### config.mk
export PLATFORM = sky130hd
export DESIGN_NAME = tcp_connection_state_machine_flat
export DESIGN_NICKNAME = d
export VERILOG_FILES = /design/src/hw/rtl/tcsm_pkg.sv /design/src/hw/rtl/tcsm_ifs.sv /design/src/hw/rtl/tcsm_step.sv /design/src/hw/rtl/tcsm_ctx.sv /design/src/hw/rtl/tcp_connection_state_machine.sv /design/src/flat_wrapper.sv
export SDC_FILE = /design/constraint.sdc
export NUM_CORES = 1
export LEC_CHECK = 0
export ABC_AREA = 0
export BUFFER_PORTS_ARGS = -buffer_cell sky130_fd_sc_hd__buf_2
export CORE_MARGIN = 4
export CORE_UTILIZATION = 35
export CTS_BUF_LIST = sky130_fd_sc_hd__clkbuf_8
export DETAILED_ROUTE_END_ITERATION = 10
export GPL_TIMING_DRIVEN = 0
export PLACE_DENSITY_LB_ADDON = 0.05
export SYNTH_ARGS = -nofsm -noshare
export SYNTH_HDL_FRONTEND = slang
export SYNTH_SLANG_ARGS = --single-unit
### constraint.sdc
create_clock -name clk -period 15 [get_ports clk]
set_input_delay 0.75 -clock clk [delete_from_list [all_inputs] [get_ports clk]]
set_output_delay 0.75 -clock clk [all_outputs]
set_load 0.1 [all_outputs]
### src/hw/rtl/tcsm_pkg.sv
// ----------------------------------------------------------------------------
// tcsm_pkg
// Types, codes and constants shared by the TCP connection state machine.
// ----------------------------------------------------------------------------
package tcsm_pkg;

  typedef enum logic [3:0] {
    ST_CLOSED      = 4'd0,
    ST_LISTEN      = 4'd1,
    ST_SYN_SENT    = 4'd2,
    ST_SYN_RECV    = 4'd3,
    ST_ESTABLISHED = 4'd4,
    ST_FIN_WAIT1   = 4'd5,
    ST_FIN_WAIT2   = 4'd6,
    ST_CLOSING     = 4'd7,
    ST_TIME_WAIT   = 4'd8,
    ST_CLOSE_WAIT  = 4'd9,
    ST_LAST_ACK    = 4'd10
  } conn_state_t;

  typedef enum logic [1:0] {
    ACT_NONE = 2'd0,
    ACT_SYN  = 2'd1,
    ACT_ACK  = 2'd2,
    ACT_DROP = 2'd3
  } action_t;

  typedef enum logic [1:0] {
    CFG_START_STATE = 2'd0,
    CFG_INITIAL_SEQ = 2'd1,
    CFG_ADV_WINDOW  = 2'd2
  } cfg_index_t;

  localparam int unsigned CfgDataW    = 32;
  localparam int unsigned CfgIndexW   = 2;
  localparam logic [10:0] MinSegLen   = 11'd40;
  localparam logic [31:0] SynBytes    = 32'd24;
  localparam logic [31:0] AckBytes    = 32'd20;
  localparam logic [15:0] WindowReset = 16'hFFFF;

  typedef struct packed {
    logic        seg_syn;
    logic        seg_ack;
    logic        seg_fin;
    logic [31:0] seg_seq;
    logic [31:0] seg_ack_num;
    logic [10:0] seg_len;
    logic        checksum_ok;
  } seg_t;

  typedef struct packed {
    action_t     action;
    logic [31:0] out_seq;
    logic [31:0] out_ack_num;
    logic [15:0] out_window;
    logic [3:0]  conn_now;
    logic [31:0] pkts_in;
    logic [31:0] octets_in;
    logic [31:0] pkts_out;
    logic [31:0] octets_out;
  } res_t;

  typedef struct packed {
    conn_state_t conn;
    logic [31:0] send_seq;
    logic [31:0] expect_seq;
    logic [31:0] in_pkts;
    logic [31:0] in_bytes;
    logic [31:0] out_pkts;
    logic [31:0] out_bytes;
  } conn_ctx_t;

endpackage

### src/hw/rtl/tcsm_ifs.sv
// ----------------------------------------------------------------------------
// tcsm channel interfaces
// Valid/ready channels for received segments and for result beats.
// ----------------------------------------------------------------------------
interface tcsm_seg_if;
  logic        valid;
  logic        ready;
  logic        seg_syn;
  logic        seg_ack;
  logic        seg_fin;
  logic [31:0] seg_seq;
  logic [31:0] seg_ack_num;
  logic [10:0] seg_len;
  logic        checksum_ok;

  modport source (
    output valid, seg_syn, seg_ack, seg_fin, seg_seq, seg_ack_num, seg_len, checksum_ok,
    input  ready
  );
  modport sink (
    input  valid, seg_syn, seg_ack, seg_fin, seg_seq, seg_ack_num, seg_len, checksum_ok,
    output ready
  );
endinterface

interface tcsm_res_if;
  logic        valid;
  logic        ready;
  logic [1:0]  action;
  logic [31:0] out_seq;
  logic [31:0] out_ack_num;
  logic [15:0] out_window;
  logic [3:0]  conn_now;
  logic [31:0] pkts_in;
  logic [31:0] octets_in;
  logic [31:0] pkts_out;
  logic [31:0] octets_out;

  modport source (
    output valid, action, out_seq, out_ack_num, out_window, conn_now,
           pkts_in, octets_in, pkts_out, octets_out,
    input  ready
  );
  modport sink (
    input  valid, action, out_seq, out_ack_num, out_window, conn_now,
           pkts_in, octets_in, pkts_out, octets_out,
    output ready
  );
endinterface

### src/hw/rtl/tcsm_step.sv
// ----------------------------------------------------------------------------
// tcsm_step
// Per-segment update: next connection context and the result beat.
// ----------------------------------------------------------------------------
module tcsm_step import tcsm_pkg::*; (
  input  conn_ctx_t   ctx,
  input  seg_t        seg,
  input  logic [15:0] adv_window,
  output conn_ctx_t   ctx_next,
  output res_t        res
);

  logic drop;
  logic ack_gt;
  logic send_syn;
  logic send_ack;

  assign drop   = (seg.seg_len < MinSegLen) || !seg.checksum_ok;
  assign ack_gt = seg.seg_ack_num > ctx.send_seq;

  always_comb begin
    ctx_next = ctx;
    send_syn = 1'b0;
    send_ack = 1'b0;
    if (!drop) begin
      case (ctx.conn)
        ST_LISTEN: begin
          if (seg.seg_syn) begin
            ctx_next.expect_seq = seg.seg_seq + 32'd1;
            ctx_next.conn       = ST_SYN_RECV;
            send_syn            = 1'b1;
          end
        end
        ST_SYN_SENT: begin
          if (seg.seg_syn && seg.seg_ack && ack_gt) begin
            ctx_next.send_seq   = seg.seg_ack_num;
            ctx_next.expect_seq = seg.seg_seq + 32'd1;
            ctx_next.conn       = ST_ESTABLISHED;
            send_ack            = 1'b1;
          end
        end
        ST_SYN_RECV, ST_CLOSING, ST_LAST_ACK: begin
          if (seg.seg_ack && ack_gt) begin
            ctx_next.send_seq = seg.seg_ack_num;
            case (ctx.conn)
              ST_SYN_RECV: ctx_next.conn = ST_ESTABLISHED;
              ST_CLOSING:  ctx_next.conn = ST_TIME_WAIT;
              default:     ctx_next.conn = ST_CLOSED;
            endcase
          end
        end
        ST_ESTABLISHED, ST_FIN_WAIT1, ST_FIN_WAIT2: begin
          if (seg.seg_fin) begin
            ctx_next.conn = (ctx.conn == ST_ESTABLISHED) ? ST_CLOSE_WAIT : ST_TIME_WAIT;
            ctx_next.expect_seq = ctx.expect_seq + 32'd1;
            send_ack = 1'b1;
          end else if (seg.seg_ack && ack_gt) begin
            ctx_next.send_seq = seg.seg_ack_num;
            if (ctx.conn == ST_FIN_WAIT1) begin
              ctx_next.conn = ST_FIN_WAIT2;
            end
          end
        end
        ST_TIME_WAIT: begin
          send_ack = seg.seg_fin;
        end
        default: begin
          ctx_next.conn = ctx.conn;
        end
      endcase
      if (send_syn) begin
        ctx_next.out_pkts  = ctx.out_pkts + 32'd1;
        ctx_next.out_bytes = ctx.out_bytes + SynBytes;
      end else if (send_ack) begin
        ctx_next.out_pkts  = ctx.out_pkts + 32'd1;
        ctx_next.out_bytes = ctx.out_bytes + AckBytes;
      end
      ctx_next.in_pkts  = ctx.in_pkts + 32'd1;
      ctx_next.in_bytes = ctx.in_bytes + {21'd0, seg.seg_len};
    end
  end

  always_comb begin
    res.action      = ACT_NONE;
    res.out_seq     = '0;
    res.out_ack_num = '0;
    res.out_window  = '0;
    if (drop) begin
      res.action = ACT_DROP;
    end else if (send_syn) begin
      res.action     = ACT_SYN;
      res.out_seq    = ctx_next.send_seq;
      res.out_window = adv_window;
    end else if (send_ack) begin
      res.action      = ACT_ACK;
      res.out_seq     = ctx_next.send_seq;
      res.out_ack_num = ctx_next.expect_seq;
      res.out_window  = adv_window;
    end
    res.conn_now   = ctx_next.conn;
    res.pkts_in    = ctx_next.in_pkts;
    res.octets_in  = ctx_next.in_bytes;
    res.pkts_out   = ctx_next.out_pkts;
    res.octets_out = ctx_next.out_bytes;
  end

endmodule

### src/hw/rtl/tcsm_ctx.sv
// ----------------------------------------------------------------------------
// tcsm_ctx
// Connection context and window registers, set by config writes and updates.
// ----------------------------------------------------------------------------
module tcsm_ctx import tcsm_pkg::*; (
  input  logic                 clk,
  input  logic                 rst,
  input  logic                 cfg_wen,
  input  logic [CfgIndexW-1:0] cfg_index,
  input  logic [CfgDataW-1:0]  cfg_data,
  input  logic                 update,
  input  conn_ctx_t            ctx_next,
  output conn_ctx_t            ctx,
  output logic [15:0]          adv_window
);

  always_ff @(posedge clk) begin
    if (rst) begin
      ctx.conn       <= ST_LISTEN;
      ctx.send_seq   <= '0;
      ctx.expect_seq <= '0;
      ctx.in_pkts    <= '0;
      ctx.in_bytes   <= '0;
      ctx.out_pkts   <= '0;
      ctx.out_bytes  <= '0;
      adv_window     <= WindowReset;
    end else if (cfg_wen) begin
      case (cfg_index_t'(cfg_index))
        CFG_START_STATE: ctx.conn <= conn_state_t'(cfg_data[3:0]);
        CFG_INITIAL_SEQ: ctx.send_seq <= cfg_data;
        CFG_ADV_WINDOW:  adv_window <= cfg_data[15:0];
        default:         adv_window <= adv_window;
      endcase
    end else if (update) begin
      ctx <= ctx_next;
    end
  end

endmodule

### src/hw/rtl/tcp_connection_state_machine.sv
// ----------------------------------------------------------------------------
// tcp_connection_state_machine
// Receive-side TCP connection tracker with reply and traffic counters.
// ----------------------------------------------------------------------------
// Usage:
//   seg   : one received segment header per beat (flags, numbers, length,
//           checksum verdict).
//   res   : one result beat per segment: reply action and fields, the
//           connection state after the segment and four wrapping counters.
//   cfg_* : write port; index 0 start state, 1 initial send sequence,
//           2 advertised window. Write only while no segment is in flight.
// The segment is registered in the input stage at its accepting edge; the
// state update and result are computed from it and captured in the context
// and result registers together when the result register can advance, which
// raises res.valid; the result beat completes when res.ready is high.
// Throughput is one segment per cycle unless the result is stalled; the
// combinational update (one 32-bit compare and adders) sets that figure.
// Reset clears both stages, loads the listen state, send sequence 0,
// window 65535 and zero counters.
// A stalled result holds both stages; seg.ready drops once the input
// register is full behind it.
// ----------------------------------------------------------------------------
module tcp_connection_state_machine import tcsm_pkg::*; (
  input  logic                 clk,
  input  logic                 rst,
  input  logic                 cfg_wen,
  input  logic [CfgIndexW-1:0] cfg_index,
  input  logic [CfgDataW-1:0]  cfg_data,
  tcsm_seg_if.sink             seg,
  tcsm_res_if.source           res
);

  logic        s1_valid;
  seg_t        s1_seg;
  logic        res_valid;
  res_t        res_q;
  logic        advance;
  logic        update;
  conn_ctx_t   ctx;
  conn_ctx_t   ctx_next;
  res_t        res_d;
  logic [15:0] adv_window;

  assign advance   = !res_valid || res.ready;
  assign update    = s1_valid && advance;
  assign seg.ready = !s1_valid || advance;

  always_ff @(posedge clk) begin
    if (rst) begin
      s1_valid <= 1'b0;
    end else if (seg.ready) begin
      s1_valid <= seg.valid;
    end
  end

  always_ff @(posedge clk) begin
    if (seg.valid && seg.ready) begin
      s1_seg.seg_syn     <= seg.seg_syn;
      s1_seg.seg_ack     <= seg.seg_ack;
      s1_seg.seg_fin     <= seg.seg_fin;
      s1_seg.seg_seq     <= seg.seg_seq;
      s1_seg.seg_ack_num <= seg.seg_ack_num;
      s1_seg.seg_len     <= seg.seg_len;
      s1_seg.checksum_ok <= seg.checksum_ok;
    end
  end

  tcsm_ctx u_ctx (
    .clk        (clk),
    .rst        (rst),
    .cfg_wen    (cfg_wen),
    .cfg_index  (cfg_index),
    .cfg_data   (cfg_data),
    .update     (update),
    .ctx_next   (ctx_next),
    .ctx        (ctx),
    .adv_window (adv_window)
  );

  tcsm_step u_step (
    .ctx        (ctx),
    .seg        (s1_seg),
    .adv_window (adv_window),
    .ctx_next   (ctx_next),
    .res        (res_d)
  );

  always_ff @(posedge clk) begin
    if (rst) begin
      res_valid <= 1'b0;
    end else if (advance) begin
      res_valid <= s1_valid;
    end
  end

  always_ff @(posedge clk) begin
    if (update) begin
      res_q <= res_d;
    end
  end

  assign res.valid       = res_valid;
  assign res.action      = res_q.action;
  assign res.out_seq     = res_q.out_seq;
  assign res.out_ack_num = res_q.out_ack_num;
  assign res.out_window  = res_q.out_window;
  assign res.conn_now    = res_q.conn_now;
  assign res.pkts_in     = res_q.pkts_in;
  assign res.octets_in   = res_q.octets_in;
  assign res.pkts_out    = res_q.pkts_out;
  assign res.octets_out  = res_q.octets_out;

endmodule

### src/flat_wrapper.sv
// flat-port wrapper written by rule: the top's interface ports become plain ports
module tcp_connection_state_machine_flat import tcsm_pkg::*;
  (clk, rst, cfg_wen, cfg_index, cfg_data, seg_valid, seg_seg_syn, seg_seg_ack, seg_seg_fin, seg_seg_seq, seg_seg_ack_num, seg_seg_len, seg_checksum_ok, seg_ready, res_valid, res_action, res_out_seq, res_out_ack_num, res_out_window, res_conn_now, res_pkts_in, res_octets_in, res_pkts_out, res_octets_out, res_ready);
  tcsm_seg_if seg_i ();
  tcsm_res_if res_i ();
  input  logic clk;
  input  logic rst;
  input  logic cfg_wen;
  input  logic [CfgIndexW-1:0] cfg_index;
  input  logic [CfgDataW-1:0] cfg_data;
  input wire logic [$bits(seg_i.valid)-1:0] seg_valid;
  input wire logic [$bits(seg_i.seg_syn)-1:0] seg_seg_syn;
  input wire logic [$bits(seg_i.seg_ack)-1:0] seg_seg_ack;
  input wire logic [$bits(seg_i.seg_fin)-1:0] seg_seg_fin;
  input wire logic [$bits(seg_i.seg_seq)-1:0] seg_seg_seq;
  input wire logic [$bits(seg_i.seg_ack_num)-1:0] seg_seg_ack_num;
  input wire logic [$bits(seg_i.seg_len)-1:0] seg_seg_len;
  input wire logic [$bits(seg_i.checksum_ok)-1:0] seg_checksum_ok;
  output wire logic [$bits(seg_i.ready)-1:0] seg_ready;
  output wire logic [$bits(res_i.valid)-1:0] res_valid;
  output wire logic [$bits(res_i.action)-1:0] res_action;
  output wire logic [$bits(res_i.out_seq)-1:0] res_out_seq;
  output wire logic [$bits(res_i.out_ack_num)-1:0] res_out_ack_num;
  output wire logic [$bits(res_i.out_window)-1:0] res_out_window;
  output wire logic [$bits(res_i.conn_now)-1:0] res_conn_now;
  output wire logic [$bits(res_i.pkts_in)-1:0] res_pkts_in;
  output wire logic [$bits(res_i.octets_in)-1:0] res_octets_in;
  output wire logic [$bits(res_i.pkts_out)-1:0] res_pkts_out;
  output wire logic [$bits(res_i.octets_out)-1:0] res_octets_out;
  input wire logic [$bits(res_i.ready)-1:0] res_ready;
  assign seg_i.valid = seg_valid;
  assign seg_i.seg_syn = seg_seg_syn;
  assign seg_i.seg_ack = seg_seg_ack;
  assign seg_i.seg_fin = seg_seg_fin;
  assign seg_i.seg_seq = seg_seg_seq;
  assign seg_i.seg_ack_num = seg_seg_ack_num;
  assign seg_i.seg_len = seg_seg_len;
  assign seg_i.checksum_ok = seg_checksum_ok;
  assign seg_ready = seg_i.ready;
  assign res_valid = res_i.valid;
  assign res_action = res_i.action;
  assign res_out_seq = res_i.out_seq;
  assign res_out_ack_num = res_i.out_ack_num;
  assign res_out_window = res_i.out_window;
  assign res_conn_now = res_i.conn_now;
  assign res_pkts_in = res_i.pkts_in;
  assign res_octets_in = res_i.octets_in;
  assign res_pkts_out = res_i.pkts_out;
  assign res_octets_out = res_i.octets_out;
  assign res_i.ready = res_ready;
  tcp_connection_state_machine u_core (.clk(clk), .rst(rst), .cfg_wen(cfg_wen), .cfg_index(cfg_index), .cfg_data(cfg_data), .seg(seg_i), .res(res_i));
endmodule
==> results.toml, run 1 <==
[detailed_routing]
wl_um = 83300
drcViolationCount = 0
via_per_inst = 5.27
first_iter_violations = 1457
antenna_left = 0
vias = 20600
wl_met2_um = 39600
drt-met1-wl_um = 35900
dr_wl_met3_um = 5110
routedWlPerCell_um = 21.3
first_pass_iters = 8
highest_layer = "met5"

[final_layout]
final_nets = 3065
final_core_util_pct = 42.2
area_growth_pct = 19.3
drive_gt1_share_pct = 17.3
fillers = 6976

[global_route]
grt_usage_pct = 22.0
antenna_found_initial = 5
grt_pass1_wl_um = 125000
gr-total-overflow = 0
grt_max_degree = 130
first_global_vias = 20400

[setup_path]
critPathMaxFanout = 85
cp_num_buf_inv = 4
critPathCaptureType = "register"
crit_type = "reg -> reg"
worstPathArrival_ns = 5.01
crit_chain = "nor2b_1, nand2b_1, inv_8, nand2b_1, clkbuf_1, clkbuf_1, clkbuf_1, o21ai_0, a21oi_1"
worstPathRequired_ns = 15.59
critPathMostFrequentCell = "clkbuf_1"
startpoint_type = "register"
slowest_delay_ns = 0.86
crit_family = "buffers and inverters"
cpMaxStageDelayCell = "clkbuf_1"

[logic_synthesis]
synth_cells = 2470
synth-edff-count = 291
ys_seq_area_share_pct = 53.4
yosysWarnings = 0
synth_top_area_cell = "edfxtp_1"
synthTopCellsByArea = "edfxtp_1 36%, dfxtp_1 17%, xor2_1 4.8%"
ys_types = 87
avgSynthCellArea_um2 = 9.84
ys_ff_latch = 503
syn_area_mm2 = 0.0243
async_reset_ff_share_pct = 0
synthFlopType = "edfxtp_1"
yosysTopAreaCellShare_pct = 35.9

[placed_design]
gp_congestion = 0.904
hpwl_um = 61000
io_buffers = 330

[timing]
finalHoldViolCount = 0
max_freq_mhz = 226
tightest_slew_ns = 1.12
maxSlewViolCount = 0
min_period_over_period_pct = 29.5
clock_skew_ns = 0.0247
finalSetupTns_ns = 0
period_minus_slack_ns = 4.42
relSlewSlack_pct = 25.6
rsz0062_at_grt = "false"
setup_violations = 0

[clock_network]
htreeDepth = 3
post_cts_buffers = 0
clock-root-buffer = "clkbuf_8"
clock_path_buffers = 3
postCtsHoldBufs = 0
tritoncts = "yes"
numCtsBuffers = 91
clk_latency_ns = 0.68
clkTransAtPathRegs_ns = 0.06
cts_resized = 0
cts.sinks = 503

[floorplanning]
fp.dieArea_mm2 = 0.0737
die-width_um = 272
die_h_um = 272
num_rows = 96
initial_core_util_pct = 35.4
fp.coreArea_mm2 = 0.0687
io_pins = 334

[hold_path]
hold_class = "in -> reg"

[power]
irDropWorstVdd_mv = 0.0743
leakage_nw = 10.3
p_per_area_mw_per_mm2 = 113

[status]
status = "finished clean"

[flow_run]
cap_violations = 0
-- final cells by class --
cell class | count | area, µm² | area share, %
buffer | 139 | 559 | 1.93
timing repair buffer | 332 | 1710 | 5.89
clock inverter | 65 | 338 | 1.17
clock buffer | 105 | 1450 | 4.98
multi-input combinational | 1771 | 10600 | 36.4
sequential | 503 | 13000 | 44.8
tap | 931 | 1160 | 4.02
antenna | 5 | 12.5 | 0.0432
inverter | 58 | 225 | 0.777
-- metal layers --
layer	vias up	global-route usage [%]
met4	2	8.49
li1	9774	-
met5	-	0
met3	144	3.76
met1	9962	28.6
met2	716	36.6
-- synthesized netlist by cell type (6+ instances only) --
master / n
buf_2: 17
or4_1: 6
clkbuf_1: 107
and3_1: 33
nor2b_1: 7
edfxtp_1: 291
buf_1: 10
o31a_1: 6
ha_1: 50
nand2_1: 265
nor2_1: 303
nand3b_1: 19
o21ai_0: 129
dfxtp_1: 212
o32ai_1: 6
o31ai_1: 7
inv_1: 58
a211oi_1: 7
nand4_1: 47
o22ai_1: 6
a21oi_1: 161
xor2_1: 132
and4_1: 7
xnor2_1: 105
nand3_1: 119
nand2b_1: 12
o211ai_1: 9
or3_1: 31
nor3_1: 55
o21a_1: 7
and2_1: 30
a22oi_1: 51
a21o_1: 7
a32oi_1: 32
o221ai_1: 8
nor4_1: 10
a31oi_1: 12
-- logic make-up after synthesis --
kind of cell,count (synthesis),synth area share (%)
AND/OR/NAND/NOR,973,18.8
AO/OA/AOI/OAI,508,13.3
flip-flops,503,53.4
XOR/XNOR,237,8.54
buffers and inverters,197,3.20
adder cells (fa/ha/maj),51,2.66
other,1,0.0154
-- through the flow --
stage,power (W),cell area (µm²),std cells,setup slack (ns),hold WS (ns)
global route,0.00343,29000,3907,10.29,0.192
floorplan,0.00191,24300,2471,7.94,0.429
global placement,0.00205,27100,3732,3.36,0.442
detailed placement,0.00205,27200,3734,10.02,0.445
CTS,0.00334,29000,3904,10.50,0.166
finish,0.00328,29000,3909,10.58,0.243
-- cells in the final DEF, fill, tap and decap left out, types with 14 or more instances in the layout --
cell,instances
a21oi_1,161
a22oi_1,51
a32oi_1,32
and2_1,29
and3_1,33
buf_2,347
clkbuf_1,107
clkbuf_8,105
clkinv_2,14
dfxtp_1,212
edfxtp_1,291
ha_1,50
inv_1,94
nand2_1,265
nand3_1,119
nand3b_1,19
nand4_1,47
nor2_1,303
nor3_1,55
o21ai_0,129
or3_1,31
xnor2_1,105
xor2_1,132
-- path summary, 6_finish.rpt --
| check | from | to | slack (ns) | cells after the start |
|---|---|---|---|---|
| setup reg to reg | u_core.res.valid | u_core.u_ctx.ctx[116] | 10.58 | 9 |
| hold reg to reg | u_core.u_ctx.adv_window[11] | u_core.u_ctx.adv_window[11] | 0.45 | 2 |
| setup / recovery | u_core.res.valid | u_core.u_ctx.ctx[116] | 10.58 | 9 |
| hold / removal | seg_seg_ack_num[1] | u_core.s1_seg[13] | 0.24 | 1 |
-- power breakdown --
group / switching, W / internal (W) / total [W]
registers: 0.0000314 / 0.00151 / 0.00154
logic: 0.000385 / 0.0000878 / 0.000473
clock network: 0.000592 / 0.000674 / 0.00127
total: 0.00101 / 0.00228 / 0.00328
-- sequential cells by signal, summed over array words and instances (netlist names) --
signal and cells:
u_core.res.action 2, u_core.res.conn_now 4, u_core.u_ctx.adv_window 16, u_core.res.pkts_in 32
u_core.u_ctx.ctx 194, u_core.s1_valid 1, u_core.s1_seg 79, u_core.res.out_seq 32
u_core.res.octets_out 30, u_core.res.out_ack_num 32, u_core.res.out_window 16, u_core.res.octets_in 32
u_core.res.pkts_out 32, u_core.res.valid 1
(Power assumes the default switching activity.)
==> inputs of run 2 (changes only) <==
==> constraint.sdc (replaced) <==
create_clock -name clk -period 3.9 [get_ports clk]
set_input_delay 0.195 -clock clk [delete_from_list [all_inputs] [get_ports clk]]
set_output_delay 0.195 -clock clk [all_outputs]
set_load 0.1 [all_outputs]
==> results.toml, run 2 (synthesis results as in run 1) <==
[timing]
min_period_over_period_pct = 96.5
finalSetupTns_ns = 0
finalHoldViolCount = 0
maxSlewViolCount = 0
tightest_slew_ns = 1.09
max_freq_mhz = 266
period_minus_slack_ns = 3.77
holdWs_ns = 0.0558
rsz0062_at_grt = "false"
setup_violations = 0
clock_skew_ns = 0.0380
relSlewSlack_pct = 27.0

[setup_path]
cp_num_cells = 11
slowest_delay_ns = 0.60
worstPathArrival_ns = 4.26
critPathMaxFanout = 9
crit_family = "compound AO/OA/AOI/OAI gates"
worstPathRequired_ns = 4.40
cpMaxStageDelayCell = "o22ai_2"
reg2reg_depth = 11
critPathCaptureType = "register"
crit_type = "reg -> reg"
cp_num_buf_inv = 1
r2r_slack_ns = 0.13
crit_chain = "ha_1, nand4_2, or4_1, nand4_1, a31oi_2, or2_1, buf_2, o22ai_2, o21ai_0, o221a_2, a21oi_1"
startpoint_type = "register"

[clock_network]
tritoncts = "yes"
clock_path_buffers = 3
clk_latency_ns = 0.70
numCtsBuffers = 92
clock-root-buffer = "clkbuf_8"
cts.sinks = 503
htreeDepth = 3
clkTransAtPathRegs_ns = 0.06

[hold_path]
hold_class = "in -> reg"
hold_depth = 4

[global_route]
grt_max_degree = 61
gr-total-overflow = 0
grt_usage_pct = 22.3
grt_pass1_wl_um = 127000
antenna_found_initial = 5
first_global_vias = 20900

[final_layout]
fillers = 6786
reg_top3 = "u_core.u_ctx.ctx: 194 flops, u_core.s1_seg: 79 flops"
drive_gt1_share_pct = 18.5
final_cell_mix = "342 x buf_2, 297 x nor2_1, 291 x edfxtp_1, 265 x nand2_1, 211 x dfxtp_1"
regMostFlops = "u_core.u_ctx.ctx"
largest_reg_flops = 194
final_nets = 3187
area_growth_pct = 26.2
final_common_cell = "buf_2"

[power]
p_per_area_mw_per_mm2 = 424
leakage_nw = 11.0
irDropWorstVdd_mv = 0.255

[detailed_routing]
first_iter_violations = 1570
wl_um = 84700
via_per_inst = 5.24
vias = 21100
antenna_left = 0
routedWlPerCell_um = 21.0
first_pass_iters = 5
drcViolationCount = 0

[placed_design]
gp_congestion = 0.877
hpwl_um = 61500
io_buffers = 330

[floorplanning]
die-width_um = 272
initial_core_util_pct = 35.4
fp.coreArea_mm2 = 0.0687
die_h_um = 272
fp.dieArea_mm2 = 0.0737
num_rows = 96
io_pins = 334

[flow_run]
cap_violations = 0

[status]
status = "finished clean"
run 2: worst paths after layout:
path	startpoint	endpoint
worst max-delay path	u_core.s1_seg[27]	u_core.res.out_ack_num[5]
worst min register to register	u_core.u_ctx.adv_window[15]	u_core.u_ctx.adv_window[15]
worst max register to register	u_core.s1_seg[27]	u_core.res.out_ack_num[5]
worst min-delay path	cfg_index[0]	u_core.u_ctx.adv_window[2]
run 2: layout make-up:
class                   count  area (µm²)  share of cell area [%]
clock buffers             101        1390                    4.53
inverters                  58         221                   0.722
diodes                      2        5.00                  0.0163
plain buffers             139         692                    2.26
well taps                 931        1160                    3.80
flip-flops and latches    503       13000                    42.3
repair buffers            453        2960                    9.64
multi-input cells        1771       10800                    35.2
clock inverters            73         472                    1.54
run 2: worst reg2reg max path: stages (launching register included):
cell and delay, ns:
edfxtp_1 0.45, ha_1 0.36, nand4_2 0.17, or4_1 0.57
nand4_1 0.21, a31oi_2 0.12, or2_1 0.26, buf_2 0.19
o22ai_2 0.60, o21ai_0 0.21, o221a_2 0.18, a21oi_1 0.26
run 2: per-layer routing:
metal / track usage, % / up-vias / part of all wire [%]
met4: 7.51 / 2 / 2.8
met2: 37.3 / 728 / 48
met5: 0 / - / 0.015
met3: 3.98 / 148 / 6.5
met1: 29.3 / 10200 / 43
li1: - / 10000 / -
run 2: repair_timing:
item	CTS	global route
setup endpoints to repair	62	70
resized for setup	10	20
cloned	0	0
pin swaps	0	2
endpoints found under the hold margin	133	0
hold buffers	115	0
setup buffers	0	1
run 2: stage by stage:
step / instances / cell area, µm² / utilization (%) / power, W / setup WS [ns]
6_report: 4031 / 30700 / 44.6 / 0.0130 / 0.135
5_1_grt: 4031 / 30700 / 44.6 / 0.0135 / 0.0151
4_1_cts: 4028 / 30600 / 44.5 / 0.0132 / 0.00156
3_5_place_dp: 3739 / 27500 / 40.1 / 0.00791 / -0.297
3_3_place_gp: 3732 / 27400 / 39.9 / 0.00791 / -3.96
2_1_floorplan: 2471 / 24600 / - / 0.00737 / -1.24
run 2: report_power, final:
group	internal, W	leakage [nW]	switching (W)	total [W]
logic	0.000441	5.51	0.00152	0.00196
clock network	0.00274	1.06	0.00238	0.00512
registers	0.00582	4.42	0.000120	0.00594
total	0.00900	11.0	0.00402	0.0130
